==> config.mk <==
export PLATFORM = sky130hd
export DESIGN_NAME = typed_request_dispatcher_core
export DESIGN_NICKNAME = d
export VERILOG_FILES = /design/src/sv/trd_pkg.sv /design/src/sv/trd_datapath.sv /design/src/sv/trd_ctrl.sv /design/src/sv/typed_request_dispatcher_core.sv
export SDC_FILE = /design/constraint.sdc
export NUM_CORES = 2
export LEC_CHECK = 0
export BUFFER_PORTS_ARGS = -buffer_cell sky130_fd_sc_hd__buf_2
export CORE_MARGIN = 5
export CORE_UTILIZATION = 60
export CTS_BUF_LIST = sky130_fd_sc_hd__clkbuf_4
export CTS_CLUSTER_SIZE = 12
export DETAILED_ROUTE_END_ITERATION = 6
export MAX_ROUTING_LAYER = met4
export PLACE_DENSITY = 0.76
export SYNTH_ARGS = -nofsm -noshare
export SYNTH_HDL_FRONTEND = slang
export SYNTH_SLANG_ARGS = --single-unit
==> constraint.sdc <==
create_clock -name clock -period 8.72 [get_ports clock]
set_input_delay 1.744 -clock clock [delete_from_list [all_inputs] [get_ports clock]]
set_output_delay 1.744 -clock clock [all_outputs]
set_load 0.005 [all_outputs]
==> src/sv/trd_pkg.sv <==
// Typed request dispatcher: shared types, codes and constants.
// No dependencies.
`default_nettype none
package trd_pkg;
   localparam int KindW   = 3;
   localparam int ClientW = 10;
   localparam int EntryW  = ClientW + KindW;
   localparam int BusyW   = 6;
   localparam int HeavyCost = 4;

   typedef enum logic [1:0] {
      EV_DISPATCH = 2'd0,
      EV_QUEUED   = 2'd1,
      EV_DONE     = 2'd2,
      EV_DROP     = 2'd3
   } event_type;

   localparam logic [KindW-1:0] K_WISDOM  = 3'd0;
   localparam logic [KindW-1:0] K_PROJECT = 3'd1;
   localparam logic [KindW-1:0] K_TELLNOW = 3'd2;
   localparam logic [KindW-1:0] K_COUNT   = 3'd3;
   localparam logic [KindW-1:0] K_COMPARE = 3'd4;

   localparam logic [1:0] CSR_WORKERS  = 2'd0;
   localparam logic [1:0] CSR_LIMIT    = 2'd1;
   localparam logic [1:0] CSR_RESERVED = 2'd2;

   // controller -> datapath
   typedef struct packed {
      logic load_req;     // latch input item
      logic lookup;       // completion: read tag table
      logic free;         // completion: release contexts
      logic scan_start;   // begin worker scan of current entry
      logic scan_step;    // test one worker
      logic commit;       // place/queue/drop current entry
      logic pop_sel_pq;   // which queue to pop
      logic pop;          // load next queued entry
      logic out_done;     // present completion row, load priority pass count
      logic load_nq_pass; // load normal pass count
      logic set_last;
   } cmd_type;

   // datapath -> controller
   typedef struct packed {
      logic is_done;
      logic bad_kind;
      logic scan_end;     // scan finished (hit or exhausted)
      logic pass_empty;   // retry pass counter exhausted
      logic pq_empty;
      logic nq_empty;
   } sts_type;
endpackage
`default_nettype wire

==> src/sv/trd_datapath.sv <==
// Typed request dispatcher datapath: worker counts, tag table, queues, result row.
// Depends on trd_pkg.
`default_nettype none
module trd_datapath
   import trd_pkg::*;
#(
   parameter int WORKERS     = 8,
   parameter int TAG_SLOTS   = 256,
   parameter int QUEUE_DEPTH = 16
) (
   input  wire logic               clock,
   input  wire logic               reset,
   input  wire cmd_type            cmd,
   output sts_type                 sts,
   input  wire logic               csr_valid,
   input  wire logic [1:0]         csr_index,
   input  wire logic [5:0]         csr_data,
   input  wire logic               req_type,
   input  wire logic [9:0]         req_client_id,
   input  wire logic [2:0]         req_work_kind,
   input  wire logic [2:0]         req_done_worker,
   input  wire logic [7:0]         req_done_tag,
   output logic [1:0]              rsp_event_res,
   output logic [2:0]              rsp_worker_sel,
   output logic [7:0]              rsp_tag_out,
   output logic [9:0]              rsp_client_out,
   output logic [2:0]              rsp_kind_out,
   output logic                    rsp_last
);
   localparam int WIW = (WORKERS > 1) ? $clog2(WORKERS) : 1;
   localparam int WCW = $clog2(WORKERS + 1);
   localparam int TW  = $clog2(TAG_SLOTS);
   localparam int QW  = $clog2(QUEUE_DEPTH);
   localparam int QCW = $clog2(QUEUE_DEPTH + 1);

   logic [3:0] wcount_ff;
   logic [5:0] limit_ff;
   logic [2:0] reserved_ff;

   logic [BusyW-1:0] busy_ff [WORKERS];
   logic [BusyW-1:0] proj_ff [WORKERS];
   logic [TW-1:0]    tag_ctr_ff;
   logic [EntryW-1:0] tag_mem [TAG_SLOTS];
   logic [EntryW-1:0] pq_mem [QUEUE_DEPTH];
   logic [EntryW-1:0] nq_mem [QUEUE_DEPTH];
   logic [QW-1:0]  pq_head_ff, nq_head_ff;
   logic [QCW-1:0] pq_cnt_ff, nq_cnt_ff;
   logic [QCW-1:0] pass_ff;

   logic           type_ff;
   logic [9:0]     client_ff;
   logic [2:0]     kind_ff;
   logic [2:0]     dworker_ff;
   logic [7:0]     dtag_ff;
   logic [EntryW-1:0] entry_rd_ff;
   logic [EntryW-1:0] pq_rd_ff, nq_rd_ff;

   logic [WCW-1:0] scan_ff;
   logic           hit_ff;
   logic [WIW-1:0] hit_idx_ff;

   logic [1:0] ev_ff;
   logic [2:0] wsel_ff;
   logic [7:0] tag_o_ff;
   logic [9:0] cli_o_ff;
   logic [2:0] kind_o_ff;
   logic       last_ff;

   logic [WCW-1:0] online;
   always_comb begin
      if (int'(wcount_ff) > WORKERS)
         online = WCW'(WORKERS);
      else
         online = WCW'(wcount_ff);
   end

   logic [WIW-1:0] scan_idx;
   assign scan_idx = scan_ff[WIW-1:0];

   logic [BusyW-1:0] b;
   logic [6:0]       bx, lx, l_r, l_r3, costx;
   logic             pass_ok;
   assign b     = busy_ff[scan_idx];
   assign bx    = {1'b0, b};
   assign lx    = {1'b0, limit_ff};
   assign l_r   = lx - {4'd0, reserved_ff};
   assign l_r3  = l_r - 7'd3;
   assign costx = (kind_ff == K_COMPARE) ? 7'(HeavyCost) : 7'd1;
   always_comb begin
      case (kind_ff)
         K_WISDOM:  pass_ok = (bx != l_r) && (bx <= lx);
         K_PROJECT: pass_ok = (bx <= lx) && (proj_ff[scan_idx] == '0);
         K_TELLNOW: pass_ok = bx < lx;
         K_COUNT:   pass_ok = (bx != l_r) && (bx < lx);
         K_COMPARE: pass_ok = (bx != l_r3) && (lx >= bx + 7'(HeavyCost));
         default:   pass_ok = 1'b0;
      endcase
      if (bx + costx > 7'd63) pass_ok = 1'b0;
   end

   logic is_pq;
   assign is_pq = (kind_ff == K_PROJECT) || (kind_ff == K_TELLNOW);

   logic [WIW-1:0] dw_idx;
   assign dw_idx = WIW'(dworker_ff);
   logic dw_ok;
   assign dw_ok = int'(dworker_ff) < int'(online);

   logic [2:0] e_kind;
   assign e_kind = entry_rd_ff[KindW-1:0];

   logic [BusyW-1:0] free_cost;
   assign free_cost = (e_kind == K_COMPARE) ? BusyW'(HeavyCost) : BusyW'(1);

   always_ff @(posedge clock) begin
      if (reset) begin
         wcount_ff   <= 4'd1;
         limit_ff    <= 6'd24;
         reserved_ff <= 3'd1;
         for (int i = 0; i < WORKERS; i++) begin
            busy_ff[i] <= '0;
            proj_ff[i] <= '0;
         end
         tag_ctr_ff <= '0;
         pq_head_ff <= '0; nq_head_ff <= '0;
         pq_cnt_ff  <= '0; nq_cnt_ff  <= '0;
         pass_ff    <= '0;
         scan_ff    <= '0;
         hit_ff     <= 1'b0;
      end else begin
         if (csr_valid) begin
            case (csr_index)
               CSR_WORKERS:  wcount_ff   <= csr_data[3:0];
               CSR_LIMIT:    limit_ff    <= csr_data;
               CSR_RESERVED: reserved_ff <= csr_data[2:0];
               default: ;
            endcase
         end
         if (cmd.free && dw_ok) begin
            if (e_kind == K_PROJECT && proj_ff[dw_idx] != '0)
               proj_ff[dw_idx] <= proj_ff[dw_idx] - 1'b1;
            if (busy_ff[dw_idx] > free_cost)
               busy_ff[dw_idx] <= busy_ff[dw_idx] - free_cost;
            else
               busy_ff[dw_idx] <= '0;
         end
         if (cmd.out_done) begin
            pass_ff <= pq_cnt_ff;
         end
         if (cmd.load_nq_pass) begin
            pass_ff <= nq_cnt_ff;
         end
         if (cmd.scan_start) begin
            scan_ff <= '0;
            hit_ff  <= 1'b0;
         end
         if (cmd.scan_step && !hit_ff && scan_ff < online) begin
            if (pass_ok) begin
               hit_ff     <= 1'b1;
               hit_idx_ff <= scan_idx;
            end else begin
               scan_ff <= scan_ff + 1'b1;
            end
         end
         if (cmd.pop) begin
            pass_ff <= pass_ff - 1'b1;
            if (cmd.pop_sel_pq) begin
               pq_head_ff <= (pq_head_ff == QW'(QUEUE_DEPTH-1)) ? '0 : pq_head_ff + 1'b1;
            end else begin
               nq_head_ff <= (nq_head_ff == QW'(QUEUE_DEPTH-1)) ? '0 : nq_head_ff + 1'b1;
            end
         end
         if (cmd.commit && !sts.bad_kind) begin
            if (hit_ff) begin
               tag_ctr_ff <= tag_ctr_ff + 1'b1;
               busy_ff[hit_idx_ff] <= busy_ff[hit_idx_ff] + BusyW'(costx);
               if (kind_ff == K_PROJECT)
                  proj_ff[hit_idx_ff] <= proj_ff[hit_idx_ff] + 1'b1;
            end
         end
         // pop and push never share a cycle
         if (cmd.pop && cmd.pop_sel_pq)  pq_cnt_ff <= pq_cnt_ff - 1'b1;
         if (cmd.pop && !cmd.pop_sel_pq) nq_cnt_ff <= nq_cnt_ff - 1'b1;
         if (cmd.commit && !sts.bad_kind && !hit_ff) begin
            if (is_pq && pq_cnt_ff < QCW'(QUEUE_DEPTH)) pq_cnt_ff <= pq_cnt_ff + 1'b1;
            if (!is_pq && nq_cnt_ff < QCW'(QUEUE_DEPTH)) nq_cnt_ff <= nq_cnt_ff + 1'b1;
         end
      end
   end

   // push position = head + count mod depth
   logic [QW:0] pq_tail_sum, nq_tail_sum;
   logic [QW-1:0] pq_tail, nq_tail;
   assign pq_tail_sum = {1'b0, pq_head_ff} + (QW+1)'(pq_cnt_ff);
   assign nq_tail_sum = {1'b0, nq_head_ff} + (QW+1)'(nq_cnt_ff);
   assign pq_tail = (pq_tail_sum >= (QW+1)'(QUEUE_DEPTH)) ?
                    QW'(pq_tail_sum - (QW+1)'(QUEUE_DEPTH)) : pq_tail_sum[QW-1:0];
   assign nq_tail = (nq_tail_sum >= (QW+1)'(QUEUE_DEPTH)) ?
                    QW'(nq_tail_sum - (QW+1)'(QUEUE_DEPTH)) : nq_tail_sum[QW-1:0];

   always_ff @(posedge clock) begin
      if (cmd.commit && !sts.bad_kind && hit_ff)
         tag_mem[tag_ctr_ff] <= {client_ff, kind_ff};
      if (cmd.lookup)
         entry_rd_ff <= tag_mem[TW'(dtag_ff)];
      if (cmd.commit && !sts.bad_kind && !hit_ff) begin
         if (is_pq && pq_cnt_ff < QCW'(QUEUE_DEPTH)) pq_mem[pq_tail] <= {client_ff, kind_ff};
         if (!is_pq && nq_cnt_ff < QCW'(QUEUE_DEPTH)) nq_mem[nq_tail] <= {client_ff, kind_ff};
      end
      pq_rd_ff <= pq_mem[pq_head_ff];
      nq_rd_ff <= nq_mem[nq_head_ff];
   end

   always_ff @(posedge clock) begin
      if (cmd.load_req) begin
         type_ff    <= req_type;
         client_ff  <= req_client_id;
         kind_ff    <= req_work_kind;
         dworker_ff <= req_done_worker;
         dtag_ff    <= req_done_tag;
      end
      if (cmd.pop) begin
         client_ff <= cmd.pop_sel_pq ? pq_rd_ff[EntryW-1:KindW] : nq_rd_ff[EntryW-1:KindW];
         kind_ff   <= cmd.pop_sel_pq ? pq_rd_ff[KindW-1:0] : nq_rd_ff[KindW-1:0];
      end
      if (cmd.out_done) begin
         ev_ff     <= EV_DONE;
         wsel_ff   <= dworker_ff;
         tag_o_ff  <= dtag_ff;
         cli_o_ff  <= entry_rd_ff[EntryW-1:KindW];
         kind_o_ff <= e_kind;
         last_ff   <= cmd.set_last;
      end
      if (cmd.commit) begin
         cli_o_ff  <= client_ff;
         kind_o_ff <= kind_ff;
         last_ff   <= cmd.set_last;
         if (sts.bad_kind) begin
            ev_ff <= EV_DROP; wsel_ff <= '0; tag_o_ff <= '0;
         end else if (hit_ff) begin
            ev_ff <= EV_DISPATCH; wsel_ff <= 3'(hit_idx_ff); tag_o_ff <= 8'(tag_ctr_ff);
         end else begin
            wsel_ff <= '0; tag_o_ff <= '0;
            if ((is_pq && pq_cnt_ff < QCW'(QUEUE_DEPTH)) ||
                (!is_pq && nq_cnt_ff < QCW'(QUEUE_DEPTH)))
               ev_ff <= EV_QUEUED;
            else
               ev_ff <= EV_DROP;
         end
      end
   end

   assign sts.is_done    = type_ff;
   assign sts.bad_kind   = kind_ff > K_COMPARE;
   assign sts.scan_end   = hit_ff || (scan_ff >= online);
   assign sts.pass_empty = (pass_ff == '0);
   assign sts.pq_empty   = (pq_cnt_ff == '0);
   assign sts.nq_empty   = (nq_cnt_ff == '0);

   assign rsp_event_res  = ev_ff;
   assign rsp_worker_sel = wsel_ff;
   assign rsp_tag_out    = tag_o_ff;
   assign rsp_client_out = cli_o_ff;
   assign rsp_kind_out   = kind_o_ff;
   assign rsp_last       = last_ff;

`ifndef SYNTHESIS
   a_cnt_pq: assert property (@(posedge clock) disable iff (reset)
      pq_cnt_ff <= QCW'(QUEUE_DEPTH)) else $error("priority count overflow");
   a_cnt_nq: assert property (@(posedge clock) disable iff (reset)
      nq_cnt_ff <= QCW'(QUEUE_DEPTH)) else $error("normal count overflow");
   a_tag: assert property (@(posedge clock) disable iff (reset)
      cmd.commit && !sts.bad_kind && hit_ff |=> tag_ctr_ff == $past(tag_ctr_ff) + 1'b1)
      else $error("tag not advanced");
`endif
endmodule
`default_nettype wire

==> src/sv/trd_ctrl.sv <==
// Typed request dispatcher controller: sequences lookup, scans, queue retries, output.
// Depends on trd_pkg.
`default_nettype none
module trd_ctrl
   import trd_pkg::*;
(
   input  wire logic    clock,
   input  wire logic    reset,
   input  wire logic    req_valid,
   output logic         req_stall,
   output logic         rsp_valid,
   input  wire logic    rsp_stall,
   input  wire sts_type sts,
   output cmd_type      cmd
);
   typedef enum logic [7:0] {
      S_IDLE   = 8'b00000001,
      S_LOOK   = 8'b00000010,
      S_FREE   = 8'b00000100,
      S_OUT    = 8'b00001000,
      S_NEXT   = 8'b00010000,
      S_POP    = 8'b00100000,
      S_SCAN   = 8'b01000000,
      S_COMMIT = 8'b10000000
   } state_type;

   state_type state_ff, state_in;
   logic pq_phase_ff, pq_phase_in;
   logic retry_ff, retry_in;
   logic valid_ff, valid_in;

   always_comb begin
      state_in = state_ff;
      pq_phase_in = pq_phase_ff;
      retry_in = retry_ff;
      valid_in = valid_ff;
      cmd = '0;
      req_stall = 1'b1;
      if (valid_ff && !rsp_stall) valid_in = 1'b0;
      case (state_ff)
         S_IDLE: begin
            req_stall = 1'b0;
            if (req_valid) begin
               cmd.load_req = 1'b1;
               state_in = S_LOOK;
            end
         end
         S_LOOK: begin
            cmd.lookup = 1'b1;
            if (sts.is_done) state_in = S_FREE;
            else begin
               retry_in = 1'b0;
               cmd.scan_start = 1'b1;
               state_in = S_SCAN;
            end
         end
         S_FREE: begin
            cmd.free = 1'b1;
            state_in = S_OUT;
         end
         S_OUT: begin
            if (!valid_ff || !rsp_stall) begin
               cmd.out_done = 1'b1;
               valid_in = 1'b1;
               pq_phase_in = 1'b1;
               retry_in = 1'b1;
               if (sts.pq_empty && sts.nq_empty) begin
                  cmd.set_last = 1'b1;
                  state_in = S_IDLE;
               end else state_in = S_NEXT;
            end
         end
         S_NEXT: begin
            if (!sts.pass_empty) state_in = S_POP;
            else if (pq_phase_ff) begin
               pq_phase_in = 1'b0;
               cmd.load_nq_pass = 1'b1;
            end else state_in = S_IDLE;
         end
         S_POP: begin
            cmd.pop = 1'b1;
            cmd.pop_sel_pq = pq_phase_ff;
            cmd.scan_start = 1'b1;
            state_in = S_SCAN;
         end
         S_SCAN: begin
            cmd.scan_step = 1'b1;
            if (sts.scan_end || sts.bad_kind) state_in = S_COMMIT;
         end
         S_COMMIT: begin
            if (!valid_ff || !rsp_stall) begin
               cmd.commit = 1'b1;
               valid_in = 1'b1;
               if (!retry_ff || (sts.pass_empty && (!pq_phase_ff || sts.nq_empty))) begin
                  cmd.set_last = 1'b1;
                  state_in = S_IDLE;
               end else begin
                  state_in = S_NEXT;
               end
            end
         end
         default: state_in = S_IDLE;
      endcase
   end

   assign rsp_valid = valid_ff;

   always_ff @(posedge clock) begin
      if (reset) begin
         state_ff <= S_IDLE;
         valid_ff <= 1'b0;
         pq_phase_ff <= 1'b0;
         retry_ff <= 1'b0;
      end else begin
         state_ff <= state_in;
         valid_ff <= valid_in;
         pq_phase_ff <= pq_phase_in;
         retry_ff <= retry_in;
      end
   end

`ifndef SYNTHESIS
   a_oh: assert property (@(posedge clock) disable iff (reset)
      $onehot(state_ff)) else $error("state not one-hot");
   a_hold: assert property (@(posedge clock) disable iff (reset)
      valid_ff && rsp_stall |=> valid_ff) else $error("result lost");
   a_acc: assert property (@(posedge clock) disable iff (reset)
      !req_stall |-> state_ff == S_IDLE) else $error("accept outside idle");
`endif
endmodule
`default_nettype wire

==> src/sv/typed_request_dispatcher_core.sv <==
// Typed request dispatcher top level: controller plus datapath.
// Depends on trd_pkg, trd_ctrl, trd_datapath.
//
// Usage: new requests (req_type 0) and completions (req_type 1) enter on the
// req_ channel (valid/stall). Each new request yields one result item; each
// completion yields its completion item followed by one item per queued entry
// retried (priority queue first). rsp_last marks the final result of an item.
// csr_ (valid/ready, index 0..2) is always ready; write it only between items.
// A new request's result follows acceptance through the lookup, the worker scan
// (stopping at the first worker that fits) and the commit; a completion's item
// follows the lookup, the release of its worker and the output step. Each
// retried entry passes through the pop, scan and commit steps, and moving from
// the priority to the normal queue adds a step that reloads the pass count. One item is in work
// at a time; the worker scan, one worker per cycle, sets the rate.
// Reset (synchronous) restores register defaults, empties both queues and
// clears busy counts and the tag counter. A stalled result holds rsp_ outputs
// steady, and the sequence waits at the next result until it is taken.
`default_nettype none
module typed_request_dispatcher_core
   import trd_pkg::*;
#(
   parameter int WORKERS     = 8,
   parameter int TAG_SLOTS   = 256,
   parameter int QUEUE_DEPTH = 16
) (
   input  wire logic       clock,
   input  wire logic       reset,
   input  wire logic       req_valid,
   output logic            req_stall,
   input  wire logic       req_req_type,
   input  wire logic [9:0] req_client_id,
   input  wire logic [2:0] req_work_kind,
   input  wire logic [2:0] req_done_worker,
   input  wire logic [7:0] req_done_tag,
   output logic            rsp_valid,
   input  wire logic       rsp_stall,
   output logic [1:0]      rsp_event_res,
   output logic [2:0]      rsp_worker_sel,
   output logic [7:0]      rsp_tag_out,
   output logic [9:0]      rsp_client_out,
   output logic [2:0]      rsp_kind_out,
   output logic            rsp_last,
   input  wire logic       csr_valid,
   output logic            csr_ready,
   input  wire logic [1:0] csr_index,
   input  wire logic [5:0] csr_data
);
   cmd_type cmd;
   sts_type sts;

   assign csr_ready = 1'b1;

   trd_ctrl u_ctrl (
      .clock, .reset, .req_valid, .req_stall, .rsp_valid, .rsp_stall, .sts, .cmd
   );

   trd_datapath #(.WORKERS(WORKERS), .TAG_SLOTS(TAG_SLOTS), .QUEUE_DEPTH(QUEUE_DEPTH)) u_dp (
      .clock, .reset, .cmd, .sts,
      .csr_valid, .csr_index, .csr_data,
      .req_type(req_req_type), .req_client_id, .req_work_kind,
      .req_done_worker, .req_done_tag,
      .rsp_event_res, .rsp_worker_sel, .rsp_tag_out, .rsp_client_out,
      .rsp_kind_out, .rsp_last
   );
endmodule
`default_nettype wire

==> run metrics <==
status finished, final reports clean; part of the power in registers 0.530; CTS tree done; Final Cell Area approximately 170000 µm²; Synth warnings 0; CTS sink cnt 4000; routed wire length 377500 µm; cell count after synthesis 6808; post-route clock period utilization 0.5755; initial core utilization 0.6026; Detail Route Antenna Nets 0; Worst Hold Launch u_ctrl.state_ff[7]; Clock Skews 135.6 ps; commonest non-fill, non-tap cells in the layout edfxtp_1 (3908), clkbuf_4 (1323), mux4_2 (1294); power per cell area 237.0 nW/µm²; share of cells above drive strength 1 0.3587; Slew Viols, Final 0; Worst Hold Class reg -> reg; worst flop-to-flop path endpoint u_dp.tag_mem[109][8]; RSZ-0062 raised after global routing false; Worst R2R Setup Slack 3700 ps; Yosys top cell by area edfxtp_1; clock tree buffer depth 4; ys async rst share 0; CP endpoint u_dp.tag_mem[109][8]; Least-Margin Pin Slew 1319 ps; DR WL/cell 32.25 µm; VDD IR-drop max 0.1203 mV; Nets 7634; DPL Wire Length 218300 µm; register area share after synthesis 0.7623; input/output buffers between 60 and 70; Cell Rows 187; Post-DP Area around 160000 µm²; core area 259500 µm²; Die Area between 200000 and 300000 µm²; H-tree depth 6; critical path's slowest cell nor2_1; grt ovf 0; P_leak around 54 nW; Int Pwr just over 0.03 W; clk root buf clkbuf_4; Unique masters post-synth 66; data required time of the critical path 9640 ps; area grow syn2layout 10.44%; number of global-route vias before repair 77260; syn_nets 6902; drt pass-1 iters 6; RR Startpoint u_ctrl.state_ff[1]; die height 520.5 µm; CTS resizes 0; Clock Power Share 0.357; Crit path top cell by count buf_4; post-route minimum period 5018 ps; vias per std cell roughly 6.7; Logic pwr share 0.112; commonest non-fill, non-tap cell in the layout edfxtp_1; clock slew at reported path FFs 60 ps; first-pass GRT wire length 548700 µm; Max-cap violations 0; Net Sw Power 0.01021 W; worst rel slew slack 0.1171; setup violators final 0; Worst EP arrival 5940 ps; CP Max Fanout 28; DRC errors left 0; total CTS buffers 925; RD Place Congestion 0.8710; Starting DRT DRC Count 10700; Switching Fraction 0.2495; initial antenna violation count 27; worst setup path start u_ctrl.state_ff[1]; worst skew pair latency 1430 ps; Crit. End Element register; GRT Total Usage 0.2888; setup TNS 0 ps; critical path cell sequence nor4_1 -> nand4_1 -> buf_4 -> nor2b_1 -> and2_2 -> buf_4 -> nand4_1 -> buf_4 -> nor2_1; share of Yosys cell area claimed by the top area cell type 0.7505; synthesized area per cell 22.97 µm²; critical path class reg -> reg; critical path's largest stage delay 920 ps; Seq cells post-synth 4000; top post-synthesis cells by area edfxtp_1 (75%), mux4_2 (19%), dfxtp_1 (1.2%); CTS Hold Bufs 0; reg2reg path depth 9; Ports 68; Most used DFF post-synth edfxtp_1; area of the mapped netlist about 160000 µm²; Setup Buffers After CTS 0; achievable clock frequency 199.3 MHz; pin count of the biggest net entering global routing between 150 and 200; die width 520.5 µm; via count 78050; Fin. Hold Viols 0; Post-synth EDFFs 3908; CP startpoint kind register
flip-flops by register name, summed over array words and instances, names as in the netlist, 6 cells and up, named ones only:
register and count:
u_dp.nq_rd_ff 13, u_dp.rsp_client_out 10, u_dp.pq_rd_ff 13, u_dp.rsp_tag_out 8, u_dp.pq_mem 208, u_dp.busy_ff 48
u_dp.nq_mem 208, u_dp.entry_rd_ff 13, u_dp.tag_mem 3328, u_dp.proj_ff 48, u_dp.tag_ctr_ff 8, u_dp.limit_ff 6
u_ctrl.state_ff 8, u_dp.dtag_ff 8, u_dp.client_ff 10
worst min path at each step:
stage                               end  depth (start not counted)
floorplan           u_dp.reserved_ff[0]                          1
global placement     u_ctrl.state_ff[7]                          2
detailed placement  u_dp.reserved_ff[0]                          1
CTS                     u_dp.dtag_ff[2]                          1
global route            u_dp.dtag_ff[2]                          1
finish               u_ctrl.state_ff[7]                          2
cell families after synthesis:
kind of cell	share of synthesized area
adders and majority gates	0.004625
DFF	0.7623
xor gates and xnor gates	0.003137
other	0.00002398
buffers and inverters	0.01060
AOI/OAI and AO/OA	0.006818
muxes	0.1916
and+or+nand+nor	0.02086
Yosys cell counts, types with 7 or more instances:
library cell     n
edfxtp_1      3908
mux4_2        1294
nor2_1         461
clkbuf_1       227
nand2_1        113
dfxtp_1         92
buf_2           80
mux2i_1         54
ha_1            53
buf_1           48
o21ai_0         43
inv_1           42
a21oi_1         39
nand3_1         37
xnor2_1         30
nand2b_1        29
xor2_1          26
mux2_2          25
nor2b_1         21
nor3_1          19
nand3b_1        14
a22o_1          12
nand4_1         12
a31oi_1          9
a21o_1           8
nor4_1           8
a22oi_1          7
critical path: cells and delay by family, from the launching register on:
kind / cells / cell delay (ps)
DFF: 1 / 330
buffers and inverters: 3 / 1300
and+or+nand+nor: 6 / 2850
per-layer routing:
| metal | vias to the layer above | wire length, µm | track usage |
|---|---|---|---|
| met1 | 40410 | 142300 | 0.4159 |
| met2 | 5946 | 179400 | 0.4210 |
| met3 | 616 | 44480 | 0.06165 |
| li1 | 31080 | - | - |
| met5 | - | 0 | - |
| met4 | 0 | 11320 | 0.1010 |
stage by stage:
| step | setup slack, ps | cells | power, W | hold WS (ps) | utilization |
|---|---|---|---|---|---|
| 4_1_cts | 3763 | 11680 | 0.04114 | 350.4 | 0.6653 |
| 5_1_grt | 3442 | 11700 | 0.04244 | 401.7 | 0.6655 |
| 2_1_floorplan | 2112 | 6808 | 0.02507 | 442.3 | - |
| 3_5_place_dp | 2671 | 10020 | 0.02671 | 471.1 | 0.6201 |
| 6_report | 3702 | 11710 | 0.04093 | 486.1 | 0.6655 |
| 3_3_place_gp | 2822 | 10020 | 0.02661 | 470.9 | 0.6201 |
power groups by stage:
| stage | Clock [W] | Sequential, W | Combinational [W] |
|---|---|---|---|
| after floorplan | 0 | 0.0226 | 0.00248 |
| after global placement | 0 | 0.0221 | 0.00449 |
| after detailed placement | 0 | 0.0221 | 0.00459 |
| after CTS | 0.0148 | 0.0217 | 0.00459 |
| after global routing | 0.0160 | 0.0217 | 0.00476 |
| final | 0.0146 | 0.0217 | 0.00459 |
cell type report:
cell class,count,area [µm²]
Clock inverter,339,1792
Timing Repair Buffer,167,1526
Tap cell,3402,4257
Antenna cell,28,70.07
Sequential cell,4000,119200
Fill cell,15820,86790
Multi-Input combinational cell,2403,35750
Clock buffer,1323,9932
Inverter,43,161.4
No activity file was read; power rests on OpenSTA's default activity.
